## src/hdl/upd_pkg.sv

```systemverilog
// Package for the URL percent decoder: character codes, word bundle type, hex helper.
`default_nettype none
package upd_pkg;

    localparam int QueueDepth = 4;    // default depth of the bundle queue
    localparam int MaxWords   = 3;    // words one input word can release

    localparam logic [7:0] ChPercent = 8'h25;
    localparam logic [7:0] ChPlus    = 8'h2B;
    localparam logic [7:0] ChSpace   = 8'h20;

    // Escape state, one-hot.
    typedef enum logic [2:0] {
        PH_IDLE  = 3'b001,
        PH_PCT   = 3'b010,
        PH_DIGIT = 3'b100
    } t_phase;

    // All output words caused by one input word.
    typedef struct packed {
        logic [MaxWords-1:0][7:0] words;
        logic [1:0]               cnt;    // 0..MaxWords
        logic                     last;   // bundle ends the string
    } t_bundle;

    // Front to queue write port.
    typedef struct packed {
        logic    push;
        t_bundle bundle;
    } t_qwr;

    // Queue status seen by the back end.
    typedef struct packed {
        logic    empty;
        t_bundle head;
    } t_qrd;

    typedef struct packed {
        logic       ok;
        logic [3:0] val;
    } t_hex;

    function automatic t_hex hex_decode(logic [7:0] c);
        t_hex h;
        h.ok  = 1'b0;
        h.val = 4'd0;
        if (c >= 8'h30 && c <= 8'h39) begin
            h.ok  = 1'b1;
            h.val = 4'(c - 8'h30);
        end else if (c >= 8'h61 && c <= 8'h66) begin
            h.ok  = 1'b1;
            h.val = 4'(c - 8'h57);
        end else if (c >= 8'h41 && c <= 8'h46) begin
            h.ok  = 1'b1;
            h.val = 4'(c - 8'h37);
        end
        return h;
    endfunction

endpackage
`default_nettype wire

```

## src/hdl/upd_stream_if.sv

```systemverilog
// Stream interfaces for the decoder input and output channels.
`default_nettype none
interface upd_in_if;
    logic       valid;
    logic       ready;
    logic [7:0] in_byte;
    logic       in_last;

    modport source (output valid, output in_byte, output in_last, input ready);
    modport sink   (input valid, input in_byte, input in_last, output ready);
endinterface

interface upd_out_if;
    logic       valid;
    logic       ready;
    logic [7:0] out_byte;
    logic       out_last;

    modport source (output valid, output out_byte, output out_last, input ready);
    modport sink   (input valid, input out_byte, input out_last, output ready);
endinterface
`default_nettype wire

```

## src/hdl/upd_front.sv

```systemverilog
// Front end: accepts input words, tracks escape state, builds output bundles.
`default_nettype none
module upd_front (
    input  wire logic          i_clk,
    input  wire logic          i_rst_n,
    upd_in_if.sink             i_in,
    input  wire logic          i_q_full,
    output upd_pkg::t_qwr      o_wr
);

    upd_pkg::t_phase  r_phase, n_phase;
    logic [7:0]       r_pend, n_pend;
    upd_pkg::t_bundle bnd;
    upd_pkg::t_hex    hc, hp;
    logic             do_plain;
    logic             acc;

    function automatic upd_pkg::t_bundle add_word(upd_pkg::t_bundle b, logic [7:0] w);
        upd_pkg::t_bundle r;
        r = b;
        if (b.cnt != 2'(upd_pkg::MaxWords)) begin
            r.words[b.cnt] = w;
            r.cnt          = b.cnt + 2'd1;
        end
        return r;
    endfunction

    assign i_in.ready = !i_q_full;
    assign acc        = i_in.valid && !i_q_full;

    always_comb begin
        hc       = upd_pkg::hex_decode(i_in.in_byte);
        hp       = upd_pkg::hex_decode(r_pend);
        n_phase  = r_phase;
        n_pend   = r_pend;
        bnd      = '0;
        do_plain = 1'b0;
        case (r_phase)
            upd_pkg::PH_PCT: begin
                if (hc.ok) begin
                    n_phase = upd_pkg::PH_DIGIT;
                    n_pend  = i_in.in_byte;
                end else begin
                    bnd      = add_word(bnd, upd_pkg::ChPercent);
                    n_phase  = upd_pkg::PH_IDLE;
                    do_plain = 1'b1;
                end
            end
            upd_pkg::PH_DIGIT: begin
                n_phase = upd_pkg::PH_IDLE;
                n_pend  = 8'd0;
                if (hc.ok && hp.ok) begin
                    bnd = add_word(bnd, {hp.val, hc.val});
                end else begin
                    bnd      = add_word(bnd, upd_pkg::ChPercent);
                    bnd      = add_word(bnd, r_pend);
                    do_plain = 1'b1;
                end
            end
            default: begin
                n_phase  = upd_pkg::PH_IDLE;
                do_plain = 1'b1;
            end
        endcase

        if (do_plain) begin
            if (i_in.in_byte == upd_pkg::ChPercent) begin
                n_phase = upd_pkg::PH_PCT;
            end else if (i_in.in_byte == upd_pkg::ChPlus) begin
                bnd = add_word(bnd, upd_pkg::ChSpace);
            end else begin
                bnd = add_word(bnd, i_in.in_byte);
            end
        end

        // end of string: flush a dangling escape literally
        if (i_in.in_last) begin
            if (n_phase == upd_pkg::PH_PCT || n_phase == upd_pkg::PH_DIGIT) begin
                bnd = add_word(bnd, upd_pkg::ChPercent);
            end
            if (n_phase == upd_pkg::PH_DIGIT) begin
                bnd = add_word(bnd, n_pend);
            end
            n_phase = upd_pkg::PH_IDLE;
            n_pend  = 8'd0;
        end
        bnd.last = i_in.in_last;
    end

    assign o_wr.push   = acc && (bnd.cnt != 2'd0);
    assign o_wr.bundle = bnd;

    always_ff @(posedge i_clk) begin
        if (!i_rst_n) begin
            r_phase <= upd_pkg::PH_IDLE;
            r_pend  <= 8'd0;
        end else if (acc) begin
            r_phase <= n_phase;
            r_pend  <= n_pend;
        end
    end

    a_last_clears: assert property (@(posedge i_clk) disable iff (!i_rst_n)
        (acc && i_in.in_last) |=> (r_phase == upd_pkg::PH_IDLE))
        else $error("escape state survives end of string");

    a_last_pushes: assert property (@(posedge i_clk) disable iff (!i_rst_n)
        (acc && i_in.in_last) |-> o_wr.push)
        else $error("final word produced no output");

endmodule
`default_nettype wire

```

## src/hdl/upd_queue.sv

```systemverilog
// Small FIFO of output bundles between front and back end.
`default_nettype none
module upd_queue #(
    parameter int DEPTH = upd_pkg::QueueDepth
) (
    input  wire logic          i_clk,
    input  wire logic          i_rst_n,
    input  wire upd_pkg::t_qwr i_wr,
    input  wire logic          i_pop,
    output upd_pkg::t_qrd      o_rd,
    output logic               o_full
);

    localparam int PW = (DEPTH > 1) ? $clog2(DEPTH) : 1;
    localparam int CW = $clog2(DEPTH + 1);

    upd_pkg::t_bundle r_mem [DEPTH];
    logic [PW-1:0]    r_wptr, r_rptr;
    logic [CW-1:0]    r_count;
    logic             do_push, do_pop;

    function automatic logic [PW-1:0] ptr_inc(logic [PW-1:0] p);
        return (p == PW'(DEPTH - 1)) ? '0 : p + 1'b1;
    endfunction

    assign o_full     = (r_count == CW'(DEPTH));
    assign o_rd.empty = (r_count == '0);
    assign o_rd.head  = r_mem[r_rptr];
    assign do_push    = i_wr.push && !o_full;
    assign do_pop     = i_pop && !o_rd.empty;

    always_ff @(posedge i_clk) begin
        if (do_push) begin
            r_mem[r_wptr] <= i_wr.bundle;
        end
    end

    always_ff @(posedge i_clk) begin
        if (!i_rst_n) begin
            r_wptr  <= '0;
            r_rptr  <= '0;
            r_count <= '0;
        end else begin
            if (do_push) r_wptr <= ptr_inc(r_wptr);
            if (do_pop)  r_rptr <= ptr_inc(r_rptr);
            case ({do_push, do_pop})
                2'b10:   r_count <= r_count + 1'b1;
                2'b01:   r_count <= r_count - 1'b1;
                default: r_count <= r_count;
            endcase
        end
    end

    a_no_overflow: assert property (@(posedge i_clk) disable iff (!i_rst_n)
        i_wr.push |-> !o_full)
        else $error("bundle pushed into full queue");

    a_no_underflow: assert property (@(posedge i_clk) disable iff (!i_rst_n)
        i_pop |-> !o_rd.empty)
        else $error("pop from empty queue");

endmodule
`default_nettype wire

```

## src/hdl/upd_back.sv

```systemverilog
// Back end: unpacks queued bundles into single words behind an output register.
`default_nettype none
module upd_back (
    input  wire logic          i_clk,
    input  wire logic          i_rst_n,
    input  wire upd_pkg::t_qrd i_rd,
    output logic               o_pop,
    upd_out_if.source          o_out
);

    logic [1:0] r_idx;
    logic       r_valid;
    logic [7:0] r_byte;
    logic       r_last;
    logic       load;
    logic       at_end;

    assign load   = !i_rd.empty && (!r_valid || o_out.ready);
    assign at_end = (r_idx == i_rd.head.cnt - 2'd1);
    assign o_pop  = load && at_end;

    always_ff @(posedge i_clk) begin
        if (!i_rst_n) begin
            r_valid <= 1'b0;
            r_idx   <= 2'd0;
        end else begin
            if (load) begin
                r_valid <= 1'b1;
                r_idx   <= at_end ? 2'd0 : r_idx + 2'd1;
            end else if (o_out.ready) begin
                r_valid <= 1'b0;
            end
        end
    end

    always_ff @(posedge i_clk) begin
        if (load) begin
            r_byte <= i_rd.head.words[r_idx];
            r_last <= i_rd.head.last && at_end;
        end
    end

    assign o_out.valid    = r_valid;
    assign o_out.out_byte = r_byte;
    assign o_out.out_last = r_last;

    a_idx_in_bundle: assert property (@(posedge i_clk) disable iff (!i_rst_n)
        !i_rd.empty |-> (r_idx < i_rd.head.cnt))
        else $error("word index past end of bundle");

endmodule
`default_nettype wire

```

## src/hdl/url_percent_decoder.sv

```systemverilog
// Top level of the URL percent decoder.
// Decodes an URL string given one byte per word, in_last marking its final byte:
// "%hh" (either case) becomes one byte, '+' becomes a space, all else passes
// through; a broken or unterminated escape is output literally, and the last
// output word of each string carries out_last. A zero byte is ordinary data.
// A word is taken every cycle while the bundle queue has room; each input word
// is stored as a bundle of up to three output words, which the back end sends at
// one word per cycle through its output register while the output is ready.
// Since a string never yields more bytes than it had, the sustained rate is one
// word per cycle on both sides while the output is ready; a burst of three-word
// bundles is absorbed by the queue (QUEUE_DEPTH bundles). A decoded word passes
// through the queue memory and the back end's output register. No clearing pass after reset.
`default_nettype none
module url_percent_decoder #(
    parameter int QUEUE_DEPTH = upd_pkg::QueueDepth
) (
    input  wire logic i_clk,
    input  wire logic i_rst_n,
    upd_in_if.sink    i_in,
    upd_out_if.source o_out
);

    upd_pkg::t_qwr wr;     // front -> queue
    upd_pkg::t_qrd rd;     // queue -> back
    logic          q_full;
    logic          pop;

    // escape tracking and bundle build
    upd_front u_front (
        .i_clk    (i_clk),
        .i_rst_n  (i_rst_n),
        .i_in     (i_in),
        .i_q_full (q_full),
        .o_wr     (wr)
    );

    // decouples the two sides
    upd_queue #(
        .DEPTH (QUEUE_DEPTH)
    ) u_queue (
        .i_clk   (i_clk),
        .i_rst_n (i_rst_n),
        .i_wr    (wr),
        .i_pop   (pop),
        .o_rd    (rd),
        .o_full  (q_full)
    );

    // word-at-a-time output
    upd_back u_back (
        .i_clk   (i_clk),
        .i_rst_n (i_rst_n),
        .i_rd    (rd),
        .o_pop   (pop),
        .o_out   (o_out)
    );

endmodule
`default_nettype wire
```

## src/flat_wrapper.sv

```systemverilog
// flat-port wrapper written by rule: the top's interface ports become plain ports
module url_percent_decoder_flat 
#(
    parameter int QUEUE_DEPTH = upd_pkg::QueueDepth
)
  (i_clk, i_rst_n, i_in_valid, i_in_in_byte, i_in_in_last, i_in_ready, o_out_valid, o_out_out_byte, o_out_out_last, o_out_ready);
  upd_in_if i_in_i ();
  upd_out_if o_out_i ();
  input  wire logic i_clk;
  input  wire logic i_rst_n;
  input wire logic [$bits(i_in_i.valid)-1:0] i_in_valid;
  input wire logic [$bits(i_in_i.in_byte)-1:0] i_in_in_byte;
  input wire logic [$bits(i_in_i.in_last)-1:0] i_in_in_last;
  output wire logic [$bits(i_in_i.ready)-1:0] i_in_ready;
  output wire logic [$bits(o_out_i.valid)-1:0] o_out_valid;
  output wire logic [$bits(o_out_i.out_byte)-1:0] o_out_out_byte;
  output wire logic [$bits(o_out_i.out_last)-1:0] o_out_out_last;
  input wire logic [$bits(o_out_i.ready)-1:0] o_out_ready;
  assign i_in_i.valid = i_in_valid;
  assign i_in_i.in_byte = i_in_in_byte;
  assign i_in_i.in_last = i_in_in_last;
  assign i_in_ready = i_in_i.ready;
  assign o_out_valid = o_out_i.valid;
  assign o_out_out_byte = o_out_i.out_byte;
  assign o_out_out_last = o_out_i.out_last;
  assign o_out_i.ready = o_out_ready;
  url_percent_decoder #(.QUEUE_DEPTH(QUEUE_DEPTH)) u_core (.i_clk(i_clk), .i_rst_n(i_rst_n), .i_in(i_in_i), .o_out(o_out_i));
endmodule
```

## config.mk

```make
export PLATFORM = sky130hd
export DESIGN_NAME = url_percent_decoder_flat
export DESIGN_NICKNAME = d
export VERILOG_FILES = /design/src/hdl/upd_pkg.sv /design/src/hdl/upd_stream_if.sv /design/src/hdl/upd_front.sv /design/src/hdl/upd_queue.sv /design/src/hdl/upd_back.sv /design/src/hdl/url_percent_decoder.sv /design/src/flat_wrapper.sv
export SDC_FILE = /design/constraint.sdc
export NUM_CORES = 1
export LEC_CHECK = 0
export BUFFER_PORTS_ARGS = -buffer_cell sky130_fd_sc_hd__buf_4
export CORE_AREA = 10 10 114 116
export DETAILED_ROUTE_END_ITERATION = 10
export DIE_AREA = 0 0 124 126
export PLACE_DENSITY = 0.74
export SYNTH_ARGS = -nofsm -noshare
export SYNTH_HDL_FRONTEND = slang
export SYNTH_HIERARCHICAL = 1
export SYNTH_SLANG_ARGS = --single-unit
```

## constraint.sdc

```tcl
create_clock -name i_clk -period 3.7 [get_ports i_clk]
set_input_delay 0.37 -clock i_clk [delete_from_list [all_inputs] [get_ports i_clk]]
set_output_delay 0.37 -clock i_clk [all_outputs]
set_load 0.05 [all_outputs]
```

==> results by group <==
Clocking
  • CTS Buf Count: 17
  • Hold_buf cts: 0
  • Worst-path clk slew: 0.06 ns
  • Setup bufs post-CTS: 0
  • Clock insertion delay at the later pin of the skew report: 0.51 ns
  • TritonCTS clock tree: built
  • CTS Root Cell: clkbuf_8
  • Clock tree buffer depth: 2
  • H-tree level count: 4
  • Cts repair resizes: 0
  • # clock sinks: 140

Power and ir drop
  • Pwr/cell area: 669 nW/um^2
  • Worst-case vdd ir drop: 0.585 mV
  • Total Power: 0.00475 W
  • Leak pwr: 2.49 nW

Worst setup path
  • Critical path arrival: 3.83 ns
  • CP Capture Type: flop
  • Cell family with most CP delay: simple AND/OR/NAND/NOR gates
  • Startpoint Class: flop
  • Slowest CP cell: mux4_2
  • CP Max Fanout: 9
  • CP required: 4.14 ns
  • Worst-path cell chain: mux4_2, xnor2_1, or3b_1, a21boi_1, o31ai_1, inv_1, ha_1, inv_1, fa_1, xor2_1, or3_1, a21boi_0
  • Buffers & Inverters on Critical Path: 2
  • CP Class: reg2reg
  • Most frequent CP cell: inv_1
  • Delay of the slowest critical-path stage: 0.59 ns

Final layout
  • # fillers: 752
  • Layout net count: 468
  • Commonest cells after routing, fill and taps aside: edfxtp_1 (117), buf_4 (34), nand2_1 (31)
  • Util after Layout: 66.4%
  • Area grow syn2layout: 13.0%
  • Ant diodes: 0
  • Non-filler cells, final: 594
  • Commonest non-fill, non-tap cell in the layout: edfxtp_1
  • Share of post-route cells with drive strength above 1: 23.3%

STA
  • Tightest Pin Transition: 0.882 ns
  • RSZ-0062 raised after global routing: false
  • Final setup fails: 0
  • Setup Skew: 0.00811 ns
  • Fin worst setup slack: 0.307 ns
  • Post-layout minimum cycle time: 3.39 ns
  • Final hold violation count: 0
  • Final Cycle Share: 91.7%
  • Slew HR: 41.0%
  • Max-slew violation count: 0
  • Maximum operating frequency: 295 MHz
  • Fin Setup TNS: 0 ns

Synth
  • Syn Inst Count: 406
  • Synth cell types: 72
  • Yosys warning count: 6
  • Asr flop ratio synth: 0%
  • Seq/Total Area, Yosys: 63.2%
  • Most used DFF post-synth: edfxtp_1
  • Cell area after synthesis: 6290 sq um
  • Syn_area_per_cell: 15.5 sq um
  • Synthesis-stage register bit count: 140
  • Syn nets: 433
  • Number of flops mapped to enable cells by yosys: 117

Floorplan
  • Die H: 126 um
  • Core area: 10,700 sq um
  • Num rows: 38
  • Initial Utilization: 58.8%
  • Die Wd: 124 um
  • Die area: 15,600 sq um
  • I/O pin count: 24

Place
  • Place WS: 0.379 ns
  • Dpl cells: 562
  • Port Buffer Count: 23
  • GP Congestion: 0.933
  • Dpl hpwl: 7.97 mm

GRT
  • Largest net degree at the start of global routing: 28
  • Initial antenna violation count: 0
  • Total track usage: 16.3%
  • Vias in the first global route: 3,586
  • First-pass GRT wire length: 19.4 mm
  • Total grt overflow: 0

Routing
  • Post-DRT Antenna Nets: 0
  • Total routed wirelength: 12.1 mm
  • Routed wire per std cell: 20.3 um
  • Via density: 6.10
  • TritonRoute pass-1 iters: 4
  • DRC Markers: 0
  • Via count: 3,623
  • DR iter-0 viols: 290

Min path
  • Worst min path class: in2reg

Job
  • Max cap viols: 0

Outcome
  • Status: finished clean
-- metal layers --
metal	vias up	routed length (um)	GRT usage, %
met3	14	745	4.51
li1	1676	-	-
met4	0	139	5.83
met5	-	0	0
met1	1812	5210	21.7
met2	121	5990	25.0
-- stage by stage --
| step | hold slack [ns] | area, sq um |
|---|---|---|
| 6_report | 0.135 | 7100 |
| 5_1_grt | 0.124 | 7100 |
| 4_1_cts | 0.108 | 7100 |
| 3_5_place_dp | 0.495 | 6570 |
| 3_3_place_gp | 0.482 | 6570 |
| 2_1_floorplan | 0.446 | 6290 |
-- state kept, by name, indices dropped and copies added, names as in the netlist, named ones only --
signal / count
u_core/u_queue/r_mem: 108
u_core/u_back/o_out.out_byte: 8
u_core/u_front/r_pend: 8
u_core/u_front/r_phase: 3
u_core/u_queue/r_count: 3
u_core/u_back/r_idx: 2
u_core/u_queue/r_rptr: 2
u_core/u_queue/r_wptr: 2
u_core/u_back/o_out.out_last: 1
u_core/u_back/o_out.valid: 1
-- final timing paths --
path                                                       startpoint  cells past startpoint  slack [ns]                                     end
worst max-delay path                                             flop                     12        0.31  u_core/u_queue/r_count[2]$_SDFFE_PN0P_
worst min register to register  u_core/u_queue/r_wptr[1]$_SDFFE_PN0P_                      2        0.50   u_core/u_queue/r_wptr[1]$_SDFFE_PN0P_
worst max register to register                                   flop                     12        0.31  u_core/u_queue/r_count[2]$_SDFFE_PN0P_
worst min-delay path                                  i_in_in_byte[5]                      2        0.13   u_core/u_front/r_pend[5]$_SDFFE_PN0P_
-- cells by family after synthesis --
group | Yosys count | synth area share, %
xor gates and xnor gates | 6 | 0.836
and+or+nand+nor | 94 | 8.32
muxes | 38 | 11.9
DFF | 140 | 63.2
buffers and inverters | 34 | 3.28
AOI/OAI and AO/OA | 80 | 9.61
adders and majority gates | 14 | 2.90
-- cells in the mapped netlist, types with 8 or more instances --
master,number,area share (%)
edfxtp_1,117,56
nand2_1,31,1.9
dfxtp_1,23,7.3
o21ai_0,22,1.8
mux4_2,20,7.2
inv_1,16,0.96
ha_1,13,2.6
a21oi_1,11,0.88
mux2i_1,10,1.6
nor2_1,10,0.60
and2_1,8,0.80
-- area by class of cell --
cell class                 instances  area [sq um]  share of cell area [%]
clock buffer                      21           429                    6.04
inverter                          16          60.1                   0.845
tap                              140           175                    2.47
sequential                       140          3980                    56.0
clock inverter                    11           101                    1.43
multi-input combinational        232          2110                    29.7
timing repair buffer              34           255                    3.59
-- power breakdown --
group          total, W  switching (W)  internal (W)
clock           0.00152       0.000577      0.000942
sequential      0.00210       0.000105       0.00200
combinational   0.00113       0.000690      0.000442
No activity file was read; power rests on OpenSTA's default activity.
